## src/hdl/hash_ring_replica_lookup_unit_assert.svh

```systemverilog
// Assertion macros shared by the hash ring lookup design.
`ifndef HASH_RING_REPLICA_LOOKUP_UNIT_ASSERT_SVH
`define HASH_RING_REPLICA_LOOKUP_UNIT_ASSERT_SVH
// Same-cycle implication checked on every rising clock edge outside reset.
`define HR_ASSERT_IMP(label, clk, rst_n, a, c) \
    label: assert property (@(posedge clk) disable iff (!rst_n) (a) |-> (c)) \
        else $error("assertion failed");
// Next-cycle implication checked outside reset.
`define HR_ASSERT_NXT(label, clk, rst_n, a, c) \
    label: assert property (@(posedge clk) disable iff (!rst_n) (a) |=> (c)) \
        else $error("assertion failed");
`endif

```

## src/hdl/hrrl_pkg.sv

```systemverilog
// Package with shared types and constants of the hash ring lookup unit.
`timescale 1ns / 1ps
`default_nettype none
package hrrl_pkg;
    localparam int RING_SLOTS_DEF   = 256;
    localparam int MAX_REPLICAS_DEF = 8;

    localparam logic [1:0] KIND_INSERT = 2'd0;
    localparam logic [1:0] KIND_REMOVE = 2'd1;
    localparam logic [1:0] KIND_LOOKUP = 2'd2;
    localparam logic [1:0] KIND_NONE   = 2'd3;

    localparam logic [1:0] ST_OK     = 2'd0;
    localparam logic [1:0] ST_FULL   = 2'd1;
    localparam logic [1:0] ST_ABSENT = 2'd2;
    localparam logic [1:0] ST_EMPTY  = 2'd3;

    // One classified command in the queue between front and back.
    typedef struct packed {
        logic [1:0]  kind;
        logic [63:0] point_hash;
        logic [31:0] node_id;
        logic [3:0]  replica_count;
    } cmd_t;
endpackage
`default_nettype wire

```

## src/hdl/hrrl_front.sv

```systemverilog
// Front end: accepts transactions, normalizes them and queues them.
`timescale 1ns / 1ps
`default_nettype none
module hrrl_front #(
    parameter int MAX_REPLICAS = hrrl_pkg::MAX_REPLICAS_DEF
) (
    input  wire logic          clk,
    input  wire logic          rst_n,
    input  wire logic          in_valid,
    output logic               in_stall,
    input  wire logic [1:0]    kind,
    input  wire logic [63:0]   point_hash,
    input  wire logic [31:0]   node_id,
    input  wire logic [3:0]    replica_count,
    output logic               q_valid,
    input  wire logic          q_take,
    output hrrl_pkg::cmd_t     q_cmd
);
    import hrrl_pkg::*;
    `include "hash_ring_replica_lookup_unit_assert.svh"

    hrrl_pkg::cmd_t q_reg [2];
    logic [1:0] cnt_reg, cnt_next;
    logic       rp_reg, rp_next, wp_reg, wp_next;
    logic       push;
    logic [3:0] rc;
    hrrl_pkg::cmd_t cmd_in;

    // Clamp the replica count to the supported range.
    always_comb
    begin
        rc = replica_count;
        if (rc == 4'd0)
        begin
            rc = 4'd1;
        end
        if (32'(rc) > MAX_REPLICAS)
        begin
            rc = 4'(MAX_REPLICAS > 15 ? 15 : MAX_REPLICAS);
        end
        cmd_in.kind          = kind;
        cmd_in.point_hash    = point_hash;
        cmd_in.node_id       = node_id;
        cmd_in.replica_count = rc;
    end

    assign in_stall = (cnt_reg == 2'd2);
    assign push     = in_valid && !in_stall;
    assign q_valid  = (cnt_reg != 2'd0);
    assign q_cmd    = q_reg[rp_reg];

    // Two-entry queue pointers.
    always_comb
    begin
        cnt_next = cnt_reg + 2'(push) - 2'(q_take);
        rp_next  = rp_reg ^ q_take;
        wp_next  = wp_reg ^ push;
    end

    always_ff @(posedge clk or negedge rst_n)
    begin
        if (!rst_n)
        begin
            cnt_reg <= 2'd0;
            rp_reg  <= 1'b0;
            wp_reg  <= 1'b0;
        end
        else
        begin
            cnt_reg <= cnt_next;
            rp_reg  <= rp_next;
            wp_reg  <= wp_next;
        end
    end

    always_ff @(posedge clk)
    begin
        if (push)
        begin
            q_reg[wp_reg] <= cmd_in;
        end
    end

    `HR_ASSERT_IMP(a_take_valid, clk, rst_n, q_take, q_valid)
    `HR_ASSERT_IMP(a_cnt_range, clk, rst_n, 1'b1, cnt_reg != 2'd3)
    `HR_ASSERT_NXT(a_full_after, clk, rst_n, cnt_reg == 2'd1 && push && !q_take, cnt_reg == 2'd2)
endmodule
`default_nettype wire

```

## config.mk

```make
export PLATFORM = sky130hd
export DESIGN_NAME = hrrl_front
export DESIGN_NICKNAME = d
export VERILOG_FILES = /design/src/hdl/hrrl_pkg.sv /design/src/hdl/hrrl_front.sv
export VERILOG_INCLUDE_DIRS = /design/src /design/src/hdl
export SDC_FILE = /design/constraint.sdc
export NUM_CORES = 1
export LEC_CHECK = 0
export ABC_AREA = 1
export CORE_UTILIZATION = 34
export CTS_BUF_LIST = sky130_fd_sc_hd__clkbuf_8 sky130_fd_sc_hd__clkbuf_16
export DETAILED_ROUTE_END_ITERATION = 8
export DONT_BUFFER_PORTS = 1
export GPL_TIMING_DRIVEN = 0
export HOLD_SLACK_MARGIN = 0.15
export PLACE_DENSITY = 0.57
export RECOVER_POWER = 100
export SYNTH_ARGS = -nofsm -noshare
export SYNTH_HDL_FRONTEND = slang
export SYNTH_SLANG_ARGS = --single-unit
export TNS_END_PERCENT = 100
```

## constraint.sdc

```tcl
create_clock -name clk -period 3.3 [get_ports clk]
set_clock_uncertainty 0.05 [all_clocks]
set_input_delay 0.33 -clock clk [delete_from_list [all_inputs] [get_ports clk]]
set_output_delay 0.33 -clock clk [all_outputs]
set_load 0.02 [all_outputs]
```

==> reports/results.txt, run 1 <==
outcome: complete, no violations
area leader, netlist: edfxtp_1
number of port buffers: 0
Overflow after GRT: 0
fin crit share: 82.79%
FF-to-FF Start: cnt_reg[1]
number of clock sinks: 208
f_max: 366.0 MHz
pwr dens: 887.6 mW/mm²
Syn Inst Count: 565
Mean Syn Cell Area: 14.25 µm²
clock buffer count from CTS: 22
top post-synthesis cells by area: edfxtp_1 76%, o21ai_2 5.4%, inv_1 5.2%
width of the die: 155.9 µm
Reg2Reg Depth: 5
vertical die dimension: 155.9 µm
post-DP HPWL: 10780 µm
Final Hold Vio Count: 0
Final Net Count: 806
gpl congestion: 0.7635
post-cts resize count: 0
total power: 8.989 mW
Root Buffer: clkbuf_16
Wirelength per Cell: 16.06 µm
maxcap violations: 0
DRC viols: 0
post-synth cell types: 18
Area growth syn-to-layout: 25.76%
critical path data required time: 2.92 ns
maximum vdd drop: 0.4605 mV
starting density of the core: 35.14%
Hold WC Path Type: in2reg
DR iter-0 viols: 193
largest net degree at the start of global routing: 54
min cycle time layout: 2.732 ns
Final ANT Viol Nets: 0
Post-Layout Cell Count: 1024
Reg2Reg Capture Point: q_reg[1][58]
Net Count, Synth: 675
Worst Setup EP: q_cmd[67]
Die ar.: 0.02430 mm²
DRT Pass-1 Iters: 4
Hold Path Depth: 4
Post-Syn Area: 0.008053 mm²
maximum clock insertion buffer count: 3
origin of the worst setup path: rp_reg
Critical Path AT: 2.35 ns
Worst setup EP type: output pin
# IOs: 210
core area: 0.02292 mm²
vias in the first global route: 4723
Leakage: 3.905 nW
FF+latch count, synth: 208
R2R Setup Slk: 0.65 ns
Setup violations, final: 0
first-pass GRT wire length: 25010 µm
CTS tree: built
clk slew on worst S/H paths: 0.06 ns
total track usage: 13.44%
routed vias: 4467
utilization after layout: 44.19%
RSZ-0062 raised after global routing: no
Max-slew headroom: 7.172%
Setup Crit Path Kind: reg2out
worst setup margin: 0.5680 ns
FILL cells: 2073
pre-CTS setup slack: 1.024 ns
Inst Count DP: 880
share of the synthesized area in the top cell type: 76.07%
initial antenna violation count: 1
max FFs per register: 204
hold_ws: 0.2180 ns
placed inst area: 0.008524 mm²
actual slew at the worst max-slew pin: 1.392 ns
vias per cell: 4.362
Slew Limit Fails: 0
Clock Latency Late Sink: 0.50 ns
DRT Wirelength: 16450 µm
Setup TNS Final: 0 ns
CP max FO: 10
Final Instance Area: 0.01013 mm²
Ys Warns: 0
H-tree depth: 1
Seq/Total Area, Yosys: 77.32%
critical path launch point type: register
row cnt: 55
fraction of layout cells with a size suffix above 1: 10.85%
[routing by layer]
layer	global-route usage, %	share of wire, %	vias to the layer above
li1	-	-	2174
met1	14.63	38	2126
met2	24.60	52	142
met3	4.417	7.7	25
met4	4.108	2.9	0
met5	0	0	-
[placed cells by master (no fill, tap or decap), drive strengths merged, types with 6 or more instances in the layout]
cell	instances
o21ai	103
clkbuf	33
clkinv	6
dlygate4sd3	105
nand2	107
inv	118
buf	16
edfxtp	204
[worst min-delay path by stage]
| stage | slack (ns) | start | to |
|---|---|---|---|
| 2_1_floorplan | -0.02 | rst_n | cnt_reg[0] |
| 3_3_place_gp | -0.02 | rst_n | cnt_reg[0] |
| 3_5_place_dp | -0.02 | rst_n | cnt_reg[0] |
| 4_1_cts | 0.25 | in_valid | wp_reg |
| 5_1_grt | 0.21 | in_valid | wp_reg |
| 6_report | 0.22 | in_valid | wp_reg |
[kinds of logic after synthesis]
group	after synthesis	synth area share, %
DFF	208	77.32
buffers and inverters	135	7.846
and+or+nand+nor	113	5.314
AOI/OAI and AO/OA	104	8.794
adders and majority gates	4	0.6215
xor gates and xnor gates	1	0.1088
[layout make-up]
| cell class | instances | area, µm² | area share (%) |
|---|---|---|---|
| diodes | 1 | 2.502 | 0.02471 |
| clock buffers | 23 | 575.6 | 5.683 |
| clock inverters | 15 | 95.09 | 0.9390 |
| inverters | 111 | 416.7 | 4.114 |
| multi-input cells | 222 | 1121 | 11.07 |
| flip-flops and latches | 208 | 6226 | 61.48 |
| plain buffers | 24 | 192.7 | 1.903 |
| well taps | 313 | 391.6 | 3.867 |
| repair buffers | 107 | 1106 | 10.92 |
[power by group]
part | internal (mW) | switching [mW] | leakage, nW | total [mW]
combinational | 0.670 | 2.29 | 1.61 | 2.96
clock | 1.33 | 0.940 | 0.351 | 2.27
sequential | 3.62 | 0.140 | 1.95 | 3.76
[cell usage after synthesis]
| library cell | number |
|---|---|
| or2_2 | 1 |
| o21ai_2 | 50 |
| ha_1 | 4 |
| edfxtp_1 | 204 |
| dfrtp_1 | 4 |
| a21oi_1 | 1 |
| nand2_1 | 107 |
| xor2_1 | 1 |
| inv_1 | 111 |
| o21ai_1 | 9 |
| nand3_1 | 1 |
| o21ai_0 | 44 |
| buf_8 | 1 |
| buf_6 | 13 |
| buf_2 | 1 |
| buf_4 | 4 |
| clkbuf_1 | 5 |
| nor2_1 | 4 |
[critical path: stages (launching register included)]
cell      delay (ns)
dfrtp_1         0.34
buf_6           0.13
clkbuf_1        0.56
clkbuf_1        0.42
nand2_1         0.09
o21ai_0         0.31
[repair_timing]
action / CTS / global route
hold buffers: 105 / 0
endpoints found under the hold margin: 210 / 0
buffers inserted: 0 / 0
(Power assumes the default switching activity.)
==> run 2: changes to the inputs <==
--- a/config.mk
+++ b/config.mk
@@ -6,7 +6,7 @@
 export SDC_FILE = /design/constraint.sdc
 export NUM_CORES = 1
 export LEC_CHECK = 0
-export ABC_AREA = 1
+export ABC_AREA = 0
 export CORE_UTILIZATION = 34
 export CTS_BUF_LIST = sky130_fd_sc_hd__clkbuf_8 sky130_fd_sc_hd__clkbuf_16
 export DETAILED_ROUTE_END_ITERATION = 8
==> constraint.sdc (replaced) <==
create_clock -name clk -period 2.5 [get_ports clk]
set_clock_uncertainty 0.05 [all_clocks]
set_input_delay 0.25 -clock clk [delete_from_list [all_inputs] [get_ports clk]]
set_output_delay 0.25 -clock clk [all_outputs]
set_load 0.02 [all_outputs]
==> run 2 against run 1 <==
  * Final cell count fell by 25%
  * Hold slack improved by 0.13 ns
  * Critical path type unchanged
  * Via count fell by 22%
  * Global-route usage fell by 1.7 points
  * Setup slack got worse by 0.32 ns
  * Critical endpoint is now q_cmd[68]
  * Wire length fell by 15%
  * Synthesized cell count fell by 40%
  * Combinational power rose by 10%
  * Register-to-register slack got worse by 0.37 ns
  * Total power rose by 25%
==> reports/results.txt, run 2 <==
fraction of layout cells with a size suffix above 1: 12.22%
Critical Path AT: 1.96 ns
Hold Path Depth: 1
hold worst-path end: q_reg[0][11]
Die ar.: 0.02301 mm²
FF+latch count, synth: 208
Post-Syn Area: 0.007620 mm²
vias per cell: 4.529
share of the synthesized area in the top cell type: 80.39%
min-delay src: node_id[7]
Hold WC Path Type: in2reg
maximum clock insertion buffer count: 3
clock buffer count from CTS: 23
f_max: 443.1 MHz
area leader, netlist: edfxtp_1
Final ANT Viol Nets: 0
DR iter-0 viols: 141
Ys Warns: 0
met1 usage: 12.60%
Reg2Reg Depth: 4
row cnt: 54
asr flop ratio synth: 1.923%
Root Buffer: clkbuf_16
Setup violations, final: 0
Seq/Total Area, Yosys: 81.71%
max FFs per register: 204
largest net degree at the start of global routing: 54
number of enable flip-flop cells after synthesis: 204
worst setup margin: 0.2431 ns
routed vias: 3492
number of port buffers: 0
Leakage: 3.322 nW
top post-synthesis cells by area: edfxtp_1 80%, mux2_2 15%, dfrtp_1 1.3%
maxcap violations: 0
Overflow after GRT: 0
CTS tree: built
Mean Syn Cell Area: 22.35 µm²
commonest non-fill, non-tap cell in the layout: edfxtp_1
fin crit share: 90.28%
count leader, synth: edfxtp_1
# IOs: 210
FF-to-FF Start: cnt_reg[1]
n_diodes: 0
total track usage: 11.78%
Setup Crit Path Kind: reg2out
number of clock sinks: 208
Final Net Count: 585
Reg2Reg Capture Point: q_reg[1][50]
pwr dens: 1143 mW/mm²
Wirelength per Cell: 18.14 µm
Area growth syn-to-layout: 28.65%
Clock Latency Late Sink: 0.49 ns
vertical die dimension: 151.7 µm
gpl congestion: 0.6984
vias in the first global route: 3746
most frequent cells in the layout: 204 x edfxtp_1, 107 x dlygate4sd3_1, 92 x mux2_1
Net Count, Synth: 451
R2R Setup Slk: 0.28 ns
Final Hold Vio Count: 0
initial antenna violation count: 0
RSZ-0062 raised after global routing: no
total power: 11.21 mW
DRT Pass-1 Iters: 4
width of the die: 151.7 µm
busiest grt layer: met2
outcome: complete, no violations
Main synth FF type: edfxtp_1
hold_ws: 0.3519 ns
Syn Inst Count: 341
starting density of the core: 34.81%
first-pass GRT wire length: 20210 µm
Commonest cells post-synth: 204 x edfxtp_1, 102 x mux2_2, 7 x buf_6
actual slew at the worst max-slew pin: 0.8246 ns
maximum vdd drop: 0.7132 mV
H-tree depth: 1
pre-CTS setup slack: 0.2448 ns
core area: 0.02189 mm²
CP max FO: 10
Max-slew headroom: 45.03%
clk slew on worst S/H paths: 0.06 ns
min cycle time layout: 2.257 ns
post-synth cell types: 18
post-DP HPWL: 8825 µm
critical path data required time: 2.20 ns
DRC viols: 0
Slew Limit Fails: 0
GR Util met2: 20.86%
Worst setup EP type: output pin
critical path launch point type: register
met3 usage: 4.341%
DRT Wirelength: 13980 µm
==> run 2: worst max path at each step <==
stage,from,to,slack (ns),cells past startpoint
after floorplan,cnt_reg[1],q_reg[1][0],-1.06,3
after global routing,rp_reg,q_cmd[68],0.1,3
after detailed placement,cnt_reg[1],q_reg[0][57],0.24,4
final,rp_reg,q_cmd[68],0.24,3
after CTS,cnt_reg[1],q_reg[0][54],0.24,4
after global placement,cnt_reg[1],q_reg[0][45],-2.39,3
==> run 2: worst max-delay path: stages, from the launching register on <==
cell      delay [ns]
dfrtp_1         0.37
clkbuf_2        0.39
buf_6           0.23
mux2_1          0.46
==> run 2: cell families (layout without fill, tap and decap cells) <==
family / after synthesis / count (layout) / share of synthesized area (%)
AO/OA/AOI/OAI: 1 / 1 / 0.1314
multiplexers: 102 / 102 / 15.07
XOR/XNOR: 3 / 3 / 0.3449
AND/OR/NAND/NOR: 7 / 7 / 0.5091
buffers and inverters: 16 / 166 / 1.576
flip-flops: 208 / 208 / 81.71
adder cells (fa/ha/maj): 4 / 4 / 0.6568
==> run 2: timing repair <==
item | 4_1_cts | 5_1_grt
setup buffers | 0 | 0
endpoints found under the setup margin | 0 | 0
hold buffers | 107 | 0
hold endpoints to repair | 212 | 0
gates resized for setup | 0 | 0
==> run 2: layer usage <==
metal,vias to the layer above,wire length [µm]
li1,1616,-
met3,33,1317
met2,142,7021
met1,1701,5190
met5,-,0
met4,0,453
==> run 2: layout make-up <==
cell class | count | area (µm²)
inverter | 4 | 15.01
fill | 1902 | 12090
multi-input combinational | 117 | 1299
tap | 280 | 350.3
clock inverter | 15 | 70.07
sequential | 208 | 6226
buffer | 12 | 100.1
timing repair buffer | 109 | 1126
clock buffer | 26 | 616.8
==> run 2: per-stage QoR <==
step           TNS, ns  util [%]  instances  area [µm²]
2_1_floorplan  -216.87         -        341        7620
3_3_place_gp   -483.64     36.41        621        7970
3_5_place_dp         0     36.77        623        8050
4_1_cts              0     44.80        771        9808
5_1_grt              0     44.78        771        9803
6_report             0     44.78        771        9803
==> run 2: power by group <==
group	switching, mW	internal, mW
clock network	1.26	1.75
registers	0.163	4.77
logic	2.27	0.988
total	3.70	7.51
==> run 3: changes to the inputs <==
==> constraint.sdc (replaced) <==
create_clock -name clk -period 2.5 [get_ports clk]
set_clock_uncertainty 0.05 [all_clocks]
set_input_delay 0.125 -clock clk [delete_from_list [all_inputs] [get_ports clk]]
set_output_delay 0.125 -clock clk [all_outputs]
set_load 0.02 [all_outputs]
==> run 3 against run 2 <==
  * First-iteration DRC count shrank 7.8%
  * Total power shrank 0.73%
  * Via count grew 0.40%
  * Flip-flop and latch count is the same
  * Critical path depth is the same
  * Fmax grew 1.1%
  * Final area shrank 0.46%
  * Clock-buffer cell count is the same
  * Register-to-register slack is essentially flat
  * Final cell count is the same
  * Critical path type unchanged
  * Largest power group unchanged
==> reports/results.txt, run 3 (synthesis results as in run 2) <==
gpl congestion: 0.6984
Power Internal: 7.437 mW
Max-slew headroom: 45.11%
Final Hold Vio Count: 0
CP max FO: 10
starting density of the core: 34.81%
RSZ-0062 raised after global routing: no
maximum vdd drop: 0.7136 mV
Final Net Count: 585
DRT Wirelength: 14000 µm
sequential share of power: 44.3%
Leakage: 3.306 nW
f_max: 448.1 MHz
largest net degree at the start of global routing: 54
Clock Latency Late Sink: 0.49 ns
utilization after layout: 44.58%
Hold Path Depth: 1
vertical die dimension: 151.7 µm
outcome: complete, no violations
row cnt: 54
clock buffer count from CTS: 23
Setup Crit Path Kind: reg2out
Die ar.: 0.02301 mm²
routed vias: 3506
vias in the first global route: 3746
Inst Count DP: 623
Reg2Reg Depth: 4
Reg2Reg Capture Point: q_reg[1][50]
post-DP HPWL: 8825 µm
number of clock sinks: 208
maximum clock insertion buffer count: 3
max FFs per register: 204
number of port buffers: 0
Multi-input gate area: 0.001299 mm²
vias per cell: 4.547
Clk pwr share: 27.1%
min-delay src: node_id[7]
core area: 0.02189 mm²
CTS tree: built
commonest non-fill, non-tap cell in the layout: edfxtp_1
Worst setup EP type: output pin
maxcap violations: 0
placed inst area: 0.008050 mm²
total power: 11.12 mW
actual slew at the worst max-slew pin: 0.8233 ns
hold worst-path end: q_reg[0][11]
Critical Path AT: 2.06 ns
total track usage: 11.78%
post-cts resize count: 0
clk slew on worst S/H paths: 0.06 ns
Net Sw Power: 3.687 mW
initial antenna violation count: 0
Sw Ratio: 33.14%
Final ANT Viol Nets: 0
Overflow after GRT: 0
Setup violations, final: 0
first-pass GRT wire length: 20210 µm
Area growth syn-to-layout: 28.06%
Final Instance Area: 0.009758 mm²
critical path data required time: 2.33 ns
FF-to-FF Start: cnt_reg[1]
Slew Limit Fails: 0
most frequent cells in the layout: 204 x edfxtp_1, 107 x dlygate4sd3_1, 92 x mux2_1
H-tree depth: 1
fraction of layout cells with a size suffix above 1: 12.02%
Post-Layout Cell Count: 771
Wirelength per Cell: 18.15 µm
R2R Setup Slk: 0.28 ns
pwr dens: 1140 mW/mm²
Setup TNS Final: 0 ns
FF+latch area: 0.006226 mm²
n_diodes: 0
min cycle time layout: 2.232 ns
fin crit share: 89.27%
width of the die: 151.7 µm
DRT Pass-1 Iters: 4
# IOs: 210
Comb pwr share: 28.6%
Hold WC Path Type: in2reg
Root Buffer: clkbuf_16
FILL cells: 1910
DRC viols: 0
DR iter-0 viols: 130
critical path launch point type: register
-- run 3: worst max-delay path by stage --
stage / from / endpoint / depth (start not counted)
floorplan: cnt_reg[1] / q_reg[1][0] / 3
global placement: cnt_reg[1] / q_reg[0][45] / 3
detailed placement: cnt_reg[1] / q_reg[0][57] / 4
CTS: cnt_reg[1] / q_reg[0][54] / 4
global route: rp_reg / q_cmd[68] / 3
finish: rp_reg / q_cmd[66] / 3
-- run 3: metrics by stage --
| step | hold slack, ns | setup slack [ns] |
|---|---|---|
| after CTS | 0.2055 | 0.2417 |
| after detailed placement | -0.2204 | 0.2448 |
| final | 0.2269 | 0.2684 |
| after global placement | -0.2204 | -2.389 |
| after floorplan | -0.2206 | -1.063 |
| after global routing | 0.2033 | 0.1131 |
-- run 3: layer usage --
| metal | global-route usage, % | up-vias | part of all wire, % |
|---|---|---|---|
| li1 | - | 1615 | - |
| met1 | 12.60 | 1708 | 37 |
| met2 | 20.86 | 148 | 50 |
| met3 | 4.341 | 35 | 9.5 |
| met4 | 4.802 | 0 | 3.3 |
| met5 | 0 | - | 0 |
-- run 3: cell type report --
type                            count  area share, %
Buffer                             12         0.5642
Clock buffer                       26          6.321
Clock inverter                     15         0.7180
Inverter                            4         0.1539
Multi-Input combinational cell    117          13.31
Sequential cell                   208          63.80
Tap cell                          280          3.590
Timing Repair Buffer              109          11.54
-- run 3: critical path, stage by stage (launching register included) --
cell	delay [ns]
dfrtp_1	0.38
clkbuf_2	0.33
clkbuf_2	0.36
mux2_1	0.49
-- run 3: power by group through the flow --
stage / logic (mW) / registers (mW) / clock network, mW
3_5_place_dp: 3.41 / 5.01 / 0
4_1_cts: 3.59 / 4.94 / 3.12
3_3_place_gp: 3.28 / 5.11 / 0
6_report: 3.18 / 4.93 / 3.01
5_1_grt: 3.41 / 5.00 / 3.24
2_1_floorplan: 2.74 / 5.03 / 0
-- run 3: timing repair --
| action | 4_1_cts | 5_1_grt |
|---|---|---|
| buffers inserted | 0 | 0 |
| setup endpoints to repair | 0 | 0 |
| endpoints found under the hold margin | 212 | 0 |
| hold buffers | 107 | 0 |
